### src/rtl/core/dive_sample_word_decoder_macros.svh
// Assertion macros for the dive sample word decoder.
// Used by the top level; depends on nothing else.
`ifndef DIVE_SAMPLE_WORD_DECODER_MACROS_SVH
`define DIVE_SAMPLE_WORD_DECODER_MACROS_SVH

`ifndef SYNTH

// Same-cycle implication, checked on every rising clock edge out of reset.
`define DSWD_ASSERT_IMP(lbl, ant, con) \
    lbl: assert property (@(posedge clk) disable iff (!rst_n) (ant) |-> (con)) \
        else $error("dswd implication check failed");

// Next-cycle implication, checked on every rising clock edge out of reset.
`define DSWD_ASSERT_NEXT(lbl, ant, con) \
    lbl: assert property (@(posedge clk) disable iff (!rst_n) (ant) |=> (con)) \
        else $error("dswd next-cycle check failed");

`else

`define DSWD_ASSERT_IMP(lbl, ant, con)
`define DSWD_ASSERT_NEXT(lbl, ant, con)

`endif

`endif

### src/rtl/core/dswd_pkg.sv
// Shared types and constants for the dive sample word decoder.
// No dependencies.
`default_nettype none

package dswd_pkg;

    // Record kinds as they appear on the output tuser.
    localparam logic [1:0] KIND_TIME  = 2'd0;
    localparam logic [1:0] KIND_DEPTH = 2'd1;
    localparam logic [1:0] KIND_TEMP  = 2'd2;
    localparam logic [1:0] KIND_GAS   = 2'd3;

    // Sample word types in bits 1..0.
    localparam logic [1:0] TYPE_SCUBA   = 2'd0;
    localparam logic [1:0] TYPE_FREE    = 2'd1;
    localparam logic [1:0] TYPE_SURFACE = 2'd2;
    localparam logic [1:0] TYPE_TEMP    = 2'd3;

    // Register indexes (byte address bits 3..2).
    localparam logic [1:0] REG_INTERVAL = 2'd0;
    localparam logic [1:0] REG_MODE     = 2'd1;
    localparam logic [1:0] REG_VERSION  = 2'd2;

    localparam logic [2:0] MODE_SCUBA  = 3'd0;
    localparam logic [2:0] MODE_NITROX = 3'd1;

    // First format versions with the wide gas and wide free-depth fields.
    localparam logic [2:0] VER_WIDE_GAS   = 3'd3;
    localparam logic [2:0] VER_WIDE_DEPTH = 3'd4;

    localparam logic [12:0] INTERVAL_RESET = 13'd5000;
    localparam logic [23:0] MS_PER_S       = 24'd1000;

    localparam int MAX_RECORDS = 6;

    typedef struct packed {
        logic [1:0]  kind;
        logic [31:0] value;
    } rec_t;

    typedef struct packed {
        logic [2:0] count;
        rec_t [MAX_RECORDS-1:0] recs;
    } run_t;

    typedef struct packed {
        logic [31:0] elapsed_ms;
        logic [11:0] current_depth;
        logic [1:0]  current_gas;
        logic [1:0]  previous_gas;
        logic        previous_gas_valid;
        logic [13:0] pending_temperature;
        logic        temperature_waiting;
    } dive_state_t;

    typedef struct packed {
        logic [12:0] sample_interval_ms;
        logic [2:0]  dive_mode;
        logic [2:0]  format_version;
    } cfg_t;

endpackage

`default_nettype wire

### src/rtl/core/dswd_run_builder.sv
// Combinational decode of one sample word into its run of records and the
// next dive state. Depends on dswd_pkg.
`default_nettype none

module dswd_run_builder
(
    input  wire logic [15:0]          sample_word,
    input  wire logic                 dive_start,
    input  wire dswd_pkg::cfg_t       cfg,
    input  wire dswd_pkg::dive_state_t state_cur,
    output dswd_pkg::dive_state_t     state_next,
    output dswd_pkg::run_t            run
);

    logic [1:0]            word_type;
    logic [13:0]           value;
    dswd_pkg::dive_state_t base;
    logic [23:0]           surf_ms;
    logic                  long_surface;
    logic [31:0]           time_interval;
    logic [31:0]           time_surface;
    logic                  gas_mode;

    assign word_type     = sample_word[1:0];
    assign value         = sample_word[15:2];
    assign base          = dive_start ? '0 : state_cur;
    assign surf_ms       = {10'd0, value} * dswd_pkg::MS_PER_S;
    assign long_surface  = surf_ms > {11'd0, cfg.sample_interval_ms};
    // The long-interval split adds interval, then surf - interval: the end
    // time is base + surf either way.
    assign time_interval = base.elapsed_ms + {19'd0, cfg.sample_interval_ms};
    assign time_surface  = base.elapsed_ms + {8'd0, surf_ms};
    assign gas_mode      = (cfg.dive_mode == dswd_pkg::MODE_SCUBA) ||
                           (cfg.dive_mode == dswd_pkg::MODE_NITROX);

    always_comb
    begin
        dswd_pkg::dive_state_t st;
        logic [2:0]            n;
        st = base;
        n  = 3'd0;
        run = '0;

        unique case (word_type)
            dswd_pkg::TYPE_SCUBA:
            begin
                st.current_depth = {1'b0, value[10:0]};
                if (cfg.format_version < dswd_pkg::VER_WIDE_GAS)
                    st.current_gas = {1'b0, value[11]};
                else
                    st.current_gas = value[12:11];
                st.elapsed_ms = time_interval;
            end
            dswd_pkg::TYPE_FREE:
            begin
                if (cfg.format_version < dswd_pkg::VER_WIDE_DEPTH)
                    st.current_depth = {1'b0, value[10:0]};
                else
                    st.current_depth = value[11:0];
                st.elapsed_ms = time_interval;
            end
            dswd_pkg::TYPE_SURFACE:
            begin
                if (long_surface)
                begin
                    run.recs[n] = '{kind: dswd_pkg::KIND_TIME, value: time_interval};
                    n = n + 3'd1;
                    run.recs[n] = '{kind: dswd_pkg::KIND_DEPTH, value: 32'd0};
                    n = n + 3'd1;
                end
                st.current_depth = 12'd0;
                st.elapsed_ms    = time_surface;
            end
            default:
            begin
                st.pending_temperature = value;
                st.temperature_waiting = 1'b1;
            end
        endcase

        if (word_type != dswd_pkg::TYPE_TEMP)
        begin
            run.recs[n] = '{kind: dswd_pkg::KIND_TIME, value: st.elapsed_ms};
            n = n + 3'd1;
            if (st.temperature_waiting)
            begin
                run.recs[n] = '{kind: dswd_pkg::KIND_TEMP,
                                value: {18'd0, st.pending_temperature}};
                n = n + 3'd1;
                st.temperature_waiting = 1'b0;
            end
            run.recs[n] = '{kind: dswd_pkg::KIND_DEPTH, value: {20'd0, st.current_depth}};
            n = n + 3'd1;
            if (gas_mode && (!st.previous_gas_valid || st.current_gas != st.previous_gas))
            begin
                run.recs[n] = '{kind: dswd_pkg::KIND_GAS, value: {30'd0, st.current_gas}};
                n = n + 3'd1;
                st.previous_gas       = st.current_gas;
                st.previous_gas_valid = 1'b1;
            end
        end

        run.count  = n;
        state_next = st;
    end

endmodule

`default_nettype wire

### src/rtl/core/dive_sample_word_decoder.sv
// Top level of the dive sample word decoder: input register, state, record
// queue and configuration registers. Depends on dswd_pkg, dswd_run_builder
// and dive_sample_word_decoder_macros.svh.
//
// Usage. Sample words enter on the s_axis channel (tdata = sample word,
// tuser = dive start flag). Each depth or surface word yields a run of two
// to six records on the m_axis channel, one record per word there:
// tuser carries the record kind, tdata the 32-bit value, tlast marks the
// last record of the run. Temperature words only store their value and
// yield nothing. Software sets the sample interval, dive mode and format
// version through the APB port while the stream is idle.
// An accepted word waits in the input register until the queue is free,
// then is decoded in a single pass into the record queue, whose head is
// offered on m_axis. A run leaves one record per cycle while the receiver
// is ready; the next word is decoded in the cycle its predecessor's last
// record is taken, so runs follow back to back. Temperature words yield
// no records and, while the queue is empty, are decoded one per cycle.
// Reset clears the dive state, empties the queue and input register and
// loads the register reset values. When the receiver stalls, the current
// record holds, the input register fills, and s_axis_tready falls.
`default_nettype none

`include "dive_sample_word_decoder_macros.svh"

module dive_sample_word_decoder
(
    input  wire logic        clk,
    input  wire logic        rst_n,

    // Input stream
    input  wire logic        s_axis_tvalid,
    output logic             s_axis_tready,
    input  wire logic [15:0] s_axis_tdata,   // [15:0] sample_word
    input  wire logic        s_axis_tuser,   // [0] dive_start

    // Output stream
    output logic             m_axis_tvalid,
    input  wire logic        m_axis_tready,
    output logic [31:0]      m_axis_tdata,   // [31:0] record_value
    output logic [1:0]       m_axis_tuser,   // [1:0] record_kind
    output logic             m_axis_tlast,   // last_of_run

    // Configuration
    input  wire logic        psel,
    input  wire logic        penable,
    input  wire logic        pwrite,
    input  wire logic [3:0]  paddr,
    input  wire logic [31:0] pwdata,
    output logic [31:0]      prdata,
    output logic             pready
);

    // Configuration registers.
    dswd_pkg::cfg_t cfg_reg;
    logic           cfg_write;

    assign pready    = 1'b1;
    assign cfg_write = psel && penable && pwrite && pready;

    always_ff @(posedge clk or negedge rst_n)
    begin
        if (!rst_n)
        begin
            cfg_reg.sample_interval_ms <= dswd_pkg::INTERVAL_RESET;
            cfg_reg.dive_mode          <= dswd_pkg::MODE_SCUBA;
            cfg_reg.format_version     <= 3'd0;
        end
        else if (cfg_write)
        begin
            case (paddr[3:2])
                dswd_pkg::REG_INTERVAL: cfg_reg.sample_interval_ms <= pwdata[12:0];
                dswd_pkg::REG_MODE:     cfg_reg.dive_mode          <= pwdata[2:0];
                dswd_pkg::REG_VERSION:  cfg_reg.format_version     <= pwdata[2:0];
                default:                ;
            endcase
        end
    end

    always_comb
    begin
        unique case (paddr[3:2])
            dswd_pkg::REG_INTERVAL: prdata = {19'd0, cfg_reg.sample_interval_ms};
            dswd_pkg::REG_MODE:     prdata = {29'd0, cfg_reg.dive_mode};
            dswd_pkg::REG_VERSION:  prdata = {29'd0, cfg_reg.format_version};
            default:                prdata = 32'd0;
        endcase
    end

    // Input register: one word waiting to be decoded.
    logic        in_valid_reg;
    logic [15:0] in_word_reg;
    logic        in_start_reg;

    // Record queue: the run of the last decoded word, head in entry zero.
    logic [2:0]                             run_count_reg;
    dswd_pkg::rec_t [dswd_pkg::MAX_RECORDS-1:0] run_recs_reg;

    dswd_pkg::dive_state_t state_reg;
    dswd_pkg::dive_state_t state_next;
    dswd_pkg::run_t        run_next;

    logic out_take;
    logic queue_free;
    logic decode;
    logic in_take;

    assign out_take   = m_axis_tvalid && m_axis_tready;
    // The queue can take a new run once it is empty or its last record leaves now.
    assign queue_free = (run_count_reg == 3'd0) || (run_count_reg == 3'd1 && m_axis_tready);
    assign decode     = in_valid_reg && queue_free;
    assign s_axis_tready = !in_valid_reg || queue_free;
    assign in_take    = s_axis_tvalid && s_axis_tready;

    dswd_run_builder u_builder
    (
        .sample_word (in_word_reg),
        .dive_start  (in_start_reg),
        .cfg         (cfg_reg),
        .state_cur   (state_reg),
        .state_next  (state_next),
        .run         (run_next)
    );

    always_ff @(posedge clk or negedge rst_n)
    begin
        if (!rst_n)
        begin
            in_valid_reg  <= 1'b0;
            run_count_reg <= 3'd0;
            state_reg     <= '0;
        end
        else
        begin
            if (in_take)
                in_valid_reg <= 1'b1;
            else if (decode)
                in_valid_reg <= 1'b0;

            if (decode)
            begin
                state_reg     <= state_next;
                run_count_reg <= run_next.count;
            end
            else if (out_take)
                run_count_reg <= run_count_reg - 3'd1;
        end
    end

    // Payload registers carry no reset.
    always_ff @(posedge clk)
    begin
        if (in_take)
        begin
            in_word_reg  <= s_axis_tdata;
            in_start_reg <= s_axis_tuser;
        end

        if (decode)
            run_recs_reg <= run_next.recs;
        else if (out_take)
        begin
            for (int i = 0; i < dswd_pkg::MAX_RECORDS - 1; i++)
                run_recs_reg[i] <= run_recs_reg[i+1];
        end
    end

    assign m_axis_tvalid = run_count_reg != 3'd0;
    assign m_axis_tdata  = run_recs_reg[0].value;
    assign m_axis_tuser  = run_recs_reg[0].kind;
    assign m_axis_tlast  = run_count_reg == 3'd1;

    // A run never holds more records than one word can cause.
    `DSWD_ASSERT_IMP(a_count_bound, 1'b1, run_count_reg <= 3'd6)
    // A decoded depth or surface word leaves at least time and depth queued.
    `DSWD_ASSERT_NEXT(a_run_min, decode && in_word_reg[1:0] != dswd_pkg::TYPE_TEMP, run_count_reg >= 3'd2)
    // With more than one record left, a waiting word must not be replaced.
    `DSWD_ASSERT_IMP(a_hold_input, in_valid_reg && run_count_reg > 3'd1, !s_axis_tready)
    // Last record taken with nothing to decode leaves the output empty.
    `DSWD_ASSERT_NEXT(a_drain_empty, out_take && m_axis_tlast && !decode, !m_axis_tvalid)

endmodule

`default_nettype wire
### config.mk
export PLATFORM = sky130hd
export DESIGN_NAME = dive_sample_word_decoder
export DESIGN_NICKNAME = d
export VERILOG_FILES = /design/src/rtl/core/dswd_pkg.sv /design/src/rtl/core/dswd_run_builder.sv /design/src/rtl/core/dive_sample_word_decoder.sv
export VERILOG_INCLUDE_DIRS = /design/src /design/src/rtl/core
export SDC_FILE = /design/constraint.sdc
export NUM_CORES = 1
export LEC_CHECK = 0
export ABC_CLOCK_PERIOD_IN_PS = 10100
export CAP_MARGIN = 0
export CORE_UTILIZATION = 30
export CTS_CLUSTER_SIZE = 40
export DETAILED_ROUTE_END_ITERATION = 6
export DONT_BUFFER_PORTS = 1
export GPL_ROUTABILITY_DRIVEN = 0
export SETUP_SLACK_MARGIN = 0.1
export SYNTH_ARGS = -nofsm -noshare
export SYNTH_HDL_FRONTEND = slang
export SYNTH_HIERARCHICAL = 1
export SYNTH_SLANG_ARGS = --single-unit
### constraint.sdc
create_clock -name clk -period 10.1 [get_ports clk]
set_input_delay 3.03 -clock clk [delete_from_list [all_inputs] [get_ports clk]]
set_output_delay 3.03 -clock clk [all_outputs]
set_load 0.05 [all_outputs]
==> impl_summary.log <==
[metrics] standard cell with the maximum stage delay on the critical path: sky130_fd_sc_hd__edfxtp_1
[metrics] Startpoint Class: flop
[metrics] Hold Worst Slack: 461.4 ps
[metrics] residual overflow from global routing: 0
[metrics] clock latency of the later-clocked register in the worst-skew pair: 570 ps
[metrics] overall die area: 0.07284 mm2
[metrics] top flip-flop cell by instance count after synthesis: sky130_fd_sc_hd__edfxtp_1
[metrics] Area growth, synth to finish: 7.195%
[metrics] worst slew margin relative to its limit: 13.75%
[metrics] net count reported at finish: 2626
[metrics] flip-flop count of the largest register after layout: 170
[metrics] kind of end point of the critical path: flop
[metrics] Arr. time, crit path: 9140 ps
[metrics] TritonCTS clock tree: yes
[metrics] starting density of the core: 30.53%
[metrics] uppermost routed layer: met5
[metrics] via count: 16260
[metrics] number of storage elements in the synthesis netlist: 308
[metrics] WL per Instance: 17.34 um
[metrics] post-layout worst setup margin: 1388 ps
[metrics] hpwl dp: 40.34 mm
[metrics] delay of the slowest cell on the worst path: 570 ps
[metrics] number of instances resized during post-cts repair: 0
[metrics] number of port buffers: 0
[metrics] standard-cell rows: 97
[metrics] DIE WIDTH: 269.9 um
[metrics] category of the most critical setup path: flop to flop
[metrics] DRC viols: 0
[metrics] part of the cycle the worst path needs: 86.26%
[metrics] global-route wire length before repair: 91.40 mm
[metrics] data required time at the worst endpoint: 10530 ps
[metrics] routed length on met2: 28.26 mm
[metrics] maximum number of pins on one net before global-route repair: 106
[metrics] CP Buf/Inv Count: 7
[metrics] Max Clock Freq: 0.1148 GHz
[metrics] residual antenna-violating net count after detailed routing: 0
[metrics] sequential area share after synthesis: 40.97%
[metrics] number of cells produced by synthesis: 2495
[metrics] minimum setup slack after placement: 1497 ps
[metrics] netlist area before placement: 0.02153 mm2
[metrics] share of flip-flops with an asynchronous set or reset: 28.25%
[metrics] worst reg2reg endpoint: m_axis_tdata[25]
[metrics] DRT Pass-1 Iters: 5
[metrics] number of CTS-inserted buffers: 39
[metrics] post-CTS setup repair buffer count: 0
[metrics] Min-Delay Startpoint: state_reg[34]
[metrics] CTS H-Tree Depth: 2
[metrics] DR iter-0 viols: 1435
[metrics] Max Root-Sink Buffers: 3
[metrics] area of the core: 0.07051 mm2
[metrics] Clk pin slew, worst setup/hold paths: 60 ps
[metrics] buffer cell driving the clock tree root: sky130_fd_sc_hd__clkbuf_16
[metrics] number of global-route vias before repair: 15330
[metrics] Post-synth EDFFs: 221
[metrics] cell accounting for the most synthesized area: sky130_fd_sc_hd__edfxtp_1
[metrics] reg2reg setup slack: 1390 ps
[metrics] count of antenna diodes in the layout: 0
[metrics] worst hold path cell count: 2
[metrics] detailed-route wire length on metal 1: 25.73 mm
[metrics] launching point of the worst reg2reg path: in_word_reg[5]
[metrics] maximum fanout along the worst path: 17
[metrics] antenna violations before repair: 2
[metrics] core occupancy in the finished layout: 32.73%
[metrics] total of fill cells in the finished design: 7283
[metrics] sum of negative setup slack: 0 ps
[metrics] Fin. Hold Viols: 0
[metrics] share of final-layout standard cells stronger than drive strength 1: 5.964%
[metrics] count leader, synth: sky130_fd_sc_hd__nand2_1
[metrics] Worst Hold Path EP: state_reg[34]
[metrics] All-Layer GR Usage: 15.85%
[metrics] maxcap violations: 0
[metrics] chip height: 269.9 um
[metrics] total of hold buffers inserted after clock tree synthesis: 0
[metrics] run status: complete, no violations
[metrics] Setup-failing EPs final: 0
[metrics] Synth warnings: 6
[metrics] total I/O pin count: 130
[metrics] met3 routed wirelength: 2.665 mm
[metrics] Yosys top cell area share: 30.82%
[metrics] setup clock skew after layout: 25.97 ps
[metrics] library cells used by synthesis: 76
[metrics] worst slew pin tran: 1289 ps
[metrics] family of cells with the greatest summed delay on the critical path: adder cells
[metrics] total number of clock tree sinks: 308
[metrics] RSZ-0062 raised after global routing: false
[metrics] fin. max-slew vios: 0
[metrics] mean number of vias per cell: 4.800
[metrics] worst-case reg-to-reg path depth: 33
[metrics] Synth top cells by count: 813 x sky130_fd_sc_hd__nand2_1, 221 x sky130_fd_sc_hd__edfxtp_1, 152 x sky130_fd_sc_hd__nor2_1
[metrics] average footprint of a synthesized cell: 8.629 um2
[metrics] Synth area leaders: sky130_fd_sc_hd__edfxtp_1 31%, sky130_fd_sc_hd__nand2_1 14%, sky130_fd_sc_hd__dfrtp_1 9.5%
[metrics] Worst Hold Class: flop to flop
[metrics] min cycle time layout: 8712 ps
[metrics] final wirelength: 58.73 mm
[worst register-to-register path: cells and delay by family, from the launching register on]
| kind | cells | cell delay [ps] |
|---|---|---|
| adders and majority gates | 7 | 3110 |
| and+or+nand+nor | 13 | 1940 |
| AOI/OAI and AO/OA | 5 | 1460 |
| buffers and inverters | 7 | 1330 |
| DFF | 1 | 570 |
| xor gates and xnor gates | 1 | 220 |
[through the flow]
stage                     instances  instance area [um2]
final                          3388                23080
after global routing           3388                23080
after CTS                      3388                23080
after detailed placement       3316                21790
after global placement         3316                21790
after floorplan                2588                21880
[logic make-up (layout without fill, tap and decap cells)]
family,count (synthesis),count (layout),synth area share (%)
adder cells (fa/ha/maj),149,149,10.33
XOR/XNOR,73,73,3.098
buffers and inverters,374,234,9.380
flip-flops,308,308,40.97
AO/OA/AOI/OAI,338,338,10.09
other,3,96,0.05230
AND/OR/NAND/NOR,1204,1204,23.79
multiplexers,46,46,2.290
[cells in the final DEF, fill, tap and decap left out, drive strengths merged, types with 6 or more instances in the layout]
cell type,synthesis,final
a21oi,108,108
xor2,26,26
nand4,7,7
nand3,40,40
and3,20,20
mux2i,20,20
nor3b,8,8
a31oi,17,17
xnor2,45,45
fa,48,48
mux2,26,26
a21o,18,18
conb,3,96
clkinv,2,12
a211o,6,6
or3,13,13
ha,101,101
edfxtp,221,221
o21ai,68,68
nand2,814,814
nand2b,15,15
nand3b,24,24
buf,180,30
clkbuf,62,56
a221oi,8,8
nor2b,44,44
o21a,12,12
o22ai,17,17
a211oi,17,17
nor3,26,26
o211ai,7,7
inv,130,133
dfrtp,82,82
and2,25,25
a22oi,18,18
nor2,152,152
[how the worst max path moves through the flow]
| stage | from | endpoint | slack [ps] | depth (start not counted) |
|---|---|---|---|---|
| 5_1_grt | in_word_reg[5] | m_axis_tdata[25] | 980 | 33 |
| 3_5_place_dp | in_word_reg[5] | m_axis_tdata[25] | 1500 | 33 |
| 3_3_place_gp | in_word_reg[5] | m_axis_tdata[25] | 1610 | 33 |
| 2_1_floorplan | in_word_reg[3] | run_recs_reg[36] | 2260 | 34 |
| 6_report | in_word_reg[5] | m_axis_tdata[25] | 1390 | 33 |
| 4_1_cts | in_word_reg[5] | m_axis_tdata[25] | 1470 | 33 |
[layer usage]
layer | track usage, % | up-vias
li1 | - | 7965
met1 | 20.42 | 7781
met2 | 26.78 | 413
met3 | 2.258 | 99
met4 | 6.026 | 4
met5 | 0 | -
[layout make-up]
cell class                      count  area, um2  area share [%]
Multi-Input combinational cell   1906      11070           47.95
Sequential cell                   308       8820           38.22
Tap cell                          940       1176           5.096
Clock inverter                     16      156.4          0.6777
Clock buffer                       56       1131           4.901
Timing Repair Buffer               30      225.2          0.9759
Inverter                          132      503.0           2.179
Power is left out: the tool's default activity adds up to more than one toggle a clock period on the data nets, which glitch-free logic cannot reach.
